$ cat src/fcal_pkg.sv
// ----------------------------------------------------------------------------
// fcal_pkg - shared definitions for the fixed-capacity array list
// Operation modes, status codes, cell commands and the command bundle that
// the control logic broadcasts to the element cells.
// ----------------------------------------------------------------------------
package fcal_pkg;

    localparam int CNT_W   = 7;
    localparam int POS2_W  = 6;
    localparam int MODE_W  = 3;
    localparam int STAT_W  = 3;
    localparam int DATA_W  = 32;
    localparam int CMD_W   = 3;

    localparam logic [CNT_W-1:0] CAP_RESET = 7'd64;

    localparam logic [MODE_W-1:0] MODE_READ   = 3'd0;
    localparam logic [MODE_W-1:0] MODE_WRITE  = 3'd1;
    localparam logic [MODE_W-1:0] MODE_INSERT = 3'd2;
    localparam logic [MODE_W-1:0] MODE_REMOVE = 3'd3;
    localparam logic [MODE_W-1:0] MODE_SWAP   = 3'd4;
    localparam logic [MODE_W-1:0] MODE_PUSH   = 3'd5;
    localparam logic [MODE_W-1:0] MODE_POP    = 3'd6;
    localparam logic [MODE_W-1:0] MODE_CLEAR  = 3'd7;

    localparam logic [STAT_W-1:0] ST_OK    = 3'd0;
    localparam logic [STAT_W-1:0] ST_POS1  = 3'd1;
    localparam logic [STAT_W-1:0] ST_POS2  = 3'd2;
    localparam logic [STAT_W-1:0] ST_FULL  = 3'd3;
    localparam logic [STAT_W-1:0] ST_EMPTY = 3'd4;

    localparam logic [CMD_W-1:0] CMD_HOLD       = 3'd0;
    localparam logic [CMD_W-1:0] CMD_WRITE      = 3'd1;
    localparam logic [CMD_W-1:0] CMD_SHIFT_UP   = 3'd2;
    localparam logic [CMD_W-1:0] CMD_SHIFT_DOWN = 3'd3;
    localparam logic [CMD_W-1:0] CMD_SWAP       = 3'd4;

    typedef struct packed {
        logic [CMD_W-1:0] kind;
        logic [CNT_W-1:0] pos;
        logic [CNT_W-1:0] pos2;
        logic [CNT_W-1:0] cnt;
    } cell_cmd_t;

endpackage

$ cat src/fcal_cell.sv
// ----------------------------------------------------------------------------
// fcal_cell - one element slot of the list
// Holds one element and, on a broadcast command, loads new data, takes its
// left or right neighbor's value, or keeps its own.
// ----------------------------------------------------------------------------
module fcal_cell #(
    parameter int INDEX         = 0,
    parameter int ELEMENT_WIDTH = 32
) (
    input  logic                        clk,
    input  logic                        en,
    input  fcal_pkg::cell_cmd_t         cmd,
    input  logic [ELEMENT_WIDTH-1:0]    value_a,
    input  logic [ELEMENT_WIDTH-1:0]    value_b,
    input  logic [ELEMENT_WIDTH-1:0]    left,
    input  logic [ELEMENT_WIDTH-1:0]    right,
    output logic [ELEMENT_WIDTH-1:0]    value
);

    logic [ELEMENT_WIDTH-1:0] val_reg;
    logic [ELEMENT_WIDTH-1:0] val_next;
    logic                     at_pos;
    logic                     at_pos2;

    assign at_pos  = (int'(cmd.pos) == INDEX);
    assign at_pos2 = (int'(cmd.pos2) == INDEX);

    always_comb
    begin
        val_next = val_reg;
        case (cmd.kind)
            fcal_pkg::CMD_WRITE:
            begin
                if (at_pos)
                    val_next = value_a;
            end
            fcal_pkg::CMD_SHIFT_UP:
            begin
                if (at_pos)
                    val_next = value_a;
                else if (INDEX > int'(cmd.pos) && INDEX <= int'(cmd.cnt))
                    val_next = left;
            end
            fcal_pkg::CMD_SHIFT_DOWN:
            begin
                if (INDEX >= int'(cmd.pos) && INDEX + 1 < int'(cmd.cnt))
                    val_next = right;
            end
            fcal_pkg::CMD_SWAP:
            begin
                if (at_pos)
                    val_next = value_a;
                else if (at_pos2)
                    val_next = value_b;
            end
            default:
            begin
                val_next = val_reg;
            end
        endcase
    end

    always_ff @(posedge clk)
    begin
        if (en)
            val_reg <= val_next;
    end

    assign value = val_reg;

endmodule

$ cat config.mk
export PLATFORM = sky130hd
export DESIGN_NAME = fcal_cell
export DESIGN_NICKNAME = d
export VERILOG_FILES = /design/src/fcal_pkg.sv /design/src/fcal_cell.sv
export SDC_FILE = /design/constraint.sdc
export NUM_CORES = 1
export LEC_CHECK = 0
export BUFFER_PORTS_ARGS = -buffer_cell sky130_fd_sc_hd__buf_2
export CAP_MARGIN = 40
export CORE_ASPECT_RATIO = 0.75
export CORE_UTILIZATION = 33
export CTS_CLUSTER_DIAMETER = 30
export DETAILED_ROUTE_END_ITERATION = 10
export GPL_TIMING_DRIVEN = 0
export PLACE_DENSITY = 0.78
export SETUP_SLACK_MARGIN = 0.3
export SLEW_MARGIN = 5
export SYNTH_ARGS = -nofsm -noshare
export SYNTH_HDL_FRONTEND = slang
export SYNTH_SLANG_ARGS = --single-unit
export TNS_END_PERCENT = 30
$ cat constraint.sdc
create_clock -name clk -period 2.2 [get_ports clk]
set_input_delay 0.11 -clock clk [delete_from_list [all_inputs] [get_ports clk]]
set_output_delay 0.11 -clock clk [all_outputs]
set_load 0.02 [all_outputs]
# [Word-level counts from Yosys, hierarchy flattened]
# Cells that the tools add are included.
[totals] regBits=32 input_bits=154 output_inout_bits=32 word_cells=21
[op_classes] order_cmp=2 n_eq_ne=7 muxes=5 n_reduce_logical=6
[ops] op="two-way mux 32 bit" count=4
[ops] op="one-hot mux 32 bit (3 select lines)" count=1
[ops] op="zero test 7 bit" count=2
[ops] op=">= comparator 1 x 7 -> 1 bit, first input constant" count=1
[ops] op="less-than comparator 1 x 7 -> 1 bit, first input constant" count=1
[ops] op="== test 3 x 2 -> 1 bit, second input constant" count=2
[ops] op="AND reduction 5 bit" count=1
[ops] op="== test 3 x 1 -> 1 bit, second input constant" count=1
[ops] op="== test 3 bit, second input constant" count=1
[ops] op="inequality test 3 bit, second input constant" count=1
[ops] op="nonzero test 3 bit" count=1
[ops] op="inequality test 2 x 1 -> 1 bit, second input constant" count=1
[ops] op="inequality test 2 bit, second input constant" count=1
[ops] op="OR reduction 2 bit" count=1
[ops] op="logical AND 1 bit" count=1

# [Longest topological paths before layout]
[depth] word_depth=4 ltp_mapped=5

# [Least setup slack after synthesis]
# No wires, ideal clock.
[synth_timing] path_kind="input -> register" start="input cmd[17] (netlist name)" end="register val_reg[0] (netlist: value[0]), enable pin" setup_time_ns=0.391 arrival_ns=1.738 setup_slack_ns=0.070 cell_stages=4 n_path_buf=1 path_cell_list="or4_4 > buf_6 > nor2_1 > o2111a_1"
[synth_via] elab_chain_len=4
[synth_lines] element="start: declaration" line="fcal_cell.sv:12" rtl="input fcal_pkg::cell_cmd_t cmd,"
[synth_lines] element=">= comparator 1 x 7 -> 1 bit" line="fcal_cell.sv:46" rtl="if (INDEX >= int'(cmd.pos) && INDEX + 1 < int'(cmd.cnt))"
[synth_lines] element="logical AND 1 bit" line="fcal_cell.sv:46"
[synth_lines] element="inequality test 2 bit (no source line)"
[synth_lines] element="AND reduction 5 bit (no source line) (*)"
[synth_lines] element="end signal: assignment" line="fcal_cell.sv:66" rtl="val_reg <= val_next;"
[synth_lines] element="end: declaration" line="fcal_cell.sv:20" rtl="logic [ELEMENT_WIDTH-1:0] val_reg;"
# Every way passes the cells marked *; elsewhere a longest branch is shown, timed or not.
# A chain may end at the register's enable or synchronous reset.

# [Final worst setup path]
[layout_timing] start="input cmd[22] (netlist name)" end="register val_reg[10] (netlist: value[10]), enable pin"
[layout_via] elab_chain_len=4
[layout_lines] element="== test 3 x 2 -> 1 bit / == test 3 x 1 -> 1 bit (equally long branches)" line="fcal_cell.sv:31" rtl="case (cmd.kind)"
[layout_lines] element="OR reduction 2 bit (no source line)"
[layout_lines] element="inequality test 2 x 1 -> 1 bit (no source line) / nonzero test 3 bit (equally long branches)"
[layout_lines] element="AND reduction 5 bit (no source line) (*)"
# Marked as above.

==> results.py <==
metrics = {
    "synthesis": {
        "ys_seq_area_share_pct": 49.2,
        "postSynthAreaPerCell_sq_um": 9.97,
        "synth_edf_count": 32,
        "synth-seq-cells": 32,
        "ys.flop_type": "edfxtp_1",
        "synth_area_leaders": "edfxtp_1 49%, o211ai_1 16%, o311ai_1 8.1%",
        "netlist_area_sq_um": 1950,
        "yosysTopAreaCell": "edfxtp_1",
        "async_flop_share_pct": 0,
        "synth_nets": 350,
        "syn_inst": 196,
        "yosys_warnings": 0,
        "synthTopCellsByCount": "41 x nand2_1, 41 x o211ai_1, 32 x edfxtp_1",
        "yosysUniqueCellTypes": 24,
        "netlist.area_leader.share_pct": 49.2,
    },
    "cells_and_area": {
        "drive_gt1_share_pct": 48.0,
        "largest_reg_flops": 32,
        "nets": 509,
        "fin_util_pct": 52.4,
        "diodes": 0,
        "syn2layout_area_growth_pct": 48.3,
        "stdcell_count": 431,
    },
    "power": {
        "p_int_mw": 1.03,
        "leakagePower_nw": 1.26,
        "comb_power_share_pct": 18.2,
        "p_seq_share_pct": 49.4,
        "power_frac_clock_pct": 32.4,
        "p_sw_share_pct": 25.0,
        "vdd.ir_drop.worst_mv": 0.223,
        "p_sw_uw": 344,
        "power.density_nw_per_um2": 475,
    },
    "sta": {
        "finalWorstSetupSlack_ns": 0.342,
        "setup_viol": 0,
        "hold_violations": 0,
        "worstMarginPinSlew_ns": 0.785,
        "slew_viol_final": 0,
        "fin_crit_sh_pct": 84.5,
        "final.setup.tns_ns": 0,
        "max_freq_ghz": 0.538,
        "max_slew_margin_pct": 47.7,
        "rsz0062_at_grt": "true",
        "layout_min_cycle_time_ns": 1.86,
    },
    "cts": {
        "clock_path_buffers": 2,
        "cts_buffers": 5,
        "ctsHoldBuffers": 0,
        "clockRootBuffer": "clkbuf_8",
        "post_cts_resized": 0,
        "cts_setup_buffers": 0,
        "cts.reportedPaths.clkPinSlew_ns": 0.07,
        "tritoncts": "built",
        "cts.sinks": 32,
        "htreeDepth": 2,
    },
    "critical_path": {
        "cp.required_ns": 2.11,
        "max_stage_delay_ns": 0.72,
        "cp_num_buf_inv": 1,
        "crit_family": "simple AND/OR/NAND/NOR gates",
        "critPathKind": "primary input to flop",
        "arrival_ns": 1.77,
        "worstPathMaxFanout": 32,
        "crit_chain": "buf_2 -> nor3b_2 -> and3_1 -> o2111a_2",
        "slowest_stage": "o2111a_2",
        "cp-end-kind": "flop",
        "startpoint_type": "primary input",
    },
    "run_status": {
        "outcome": "completed",
    },
    "detailed_routing": {
        "ant_nets": 0,
        "firstDrtPassIters": 4,
        "drt-initial-drc-count": 71,
        "drt-vias-per-instance": 5.06,
        "drc": 0,
        "wire_per_inst_um": 14.3,
        "routed_wl_um": 6180,
        "vias": 2181,
    },
    "floorplanning": {
        "dieArea_sq_um": 6240,
        "die_y_um": 68.6,
        "num_io_pins": 186,
        "core_area_sq_um": 5530,
        "rows": 23,
        "start_util_pct": 35.4,
        "die_x_um": 90.9,
    },
    "placement": {
        "dpl.hpwl_um": 4780,
        "portBuffers": 152,
        "gp_congestion": 0.812,
        "dp_cells": 423,
        "place_ws_ns": 0.00886,
    },
    "global_routing": {
        "grt_overflow": 0,
        "grt_max_degree": 33,
        "grt_pass1_vias": 1947,
        "grt_pass1_wl_um": 9150,
        "antenna_found_initial": 0,
        "grt_usage_pct": 19.4,
    },
    "min_path": {
        "min-delay-path-class": "primary input to flop",
    },
    "run": {
        "maxCapViolations": 0,
    },
}
## worst paths after layout
kind | startpoint | endpoint | slack, ns | cells past startpoint
worst max-delay path | cmd[22] | value[10] | 0.34 | 4
worst min-delay path | right[1] | value[1] | 0.12 | 3
## through the flow
step	total power [mW]	hold WS, ns	instance area, sq um
after floorplan	0.807	0.313	1960
after detailed placement	0.945	0.410	2810
after global routing	1.44	0.120	2900
final	1.38	0.118	2900
after global placement	0.938	0.404	2810
after CTS	1.40	0.111	2900
## cells in the final DEF (no fill, tap or decap), types with 2 or more instances in the layout
cell type and instances:
clkbuf_1 14, o311ai_1 18, edfxtp_1 32, nand2_1 41, buf_2 153, o311ai_0 2, o311ai_2 3, o211ai_1 41
nor2_1 3, clkbuf_8 5, buf_1 2, clkinv_2 2, inv_1 23, buf_6 3, nor4_1 2
## cell families after synthesis
logic type / count (synthesis) / share of synthesized area [%]
AND/OR/NAND/NOR: 54 / 12.4
XOR/XNOR: 1 / 0.448
buffers and inverters: 43 / 9.47
flip-flops: 32 / 49.2
AO/OA/AOI/OAI: 66 / 28.6
## metal layers
layer	up-vias	wire, um	global-route usage [%]
met1	971	2540	23.4
met3	9	647	5.92
met4	0	92	6.75
li1	1069	-	-
met2	132	2900	33.7
met5	-	0	0
## final cells by class
| cell class | count | area, sq um |
|---|---|---|
| Inverter | 23 | 86.3 |
| Clock inverter | 3 | 18.8 |
| Sequential cell | 32 | 961 |
| Tap cell | 75 | 93.8 |
| Timing Repair Buffer | 152 | 761 |
| Buffer | 20 | 98.8 |
| Fill cell | 542 | 2630 |
| Multi-Input combinational cell | 121 | 810 |
| Clock buffer | 5 | 68.8 |
## power groups by stage
stage / combinational (mW) / sequential [mW] / clock (mW)
2_1_floorplan: 0.111 / 0.696 / 0
3_3_place_gp: 0.244 / 0.694 / 0
3_5_place_dp: 0.251 / 0.694 / 0
4_1_cts: 0.252 / 0.680 / 0.465
5_1_grt: 0.278 / 0.680 / 0.485
6_report: 0.250 / 0.680 / 0.447
No activity file was read; power rests on OpenSTA's default activity.
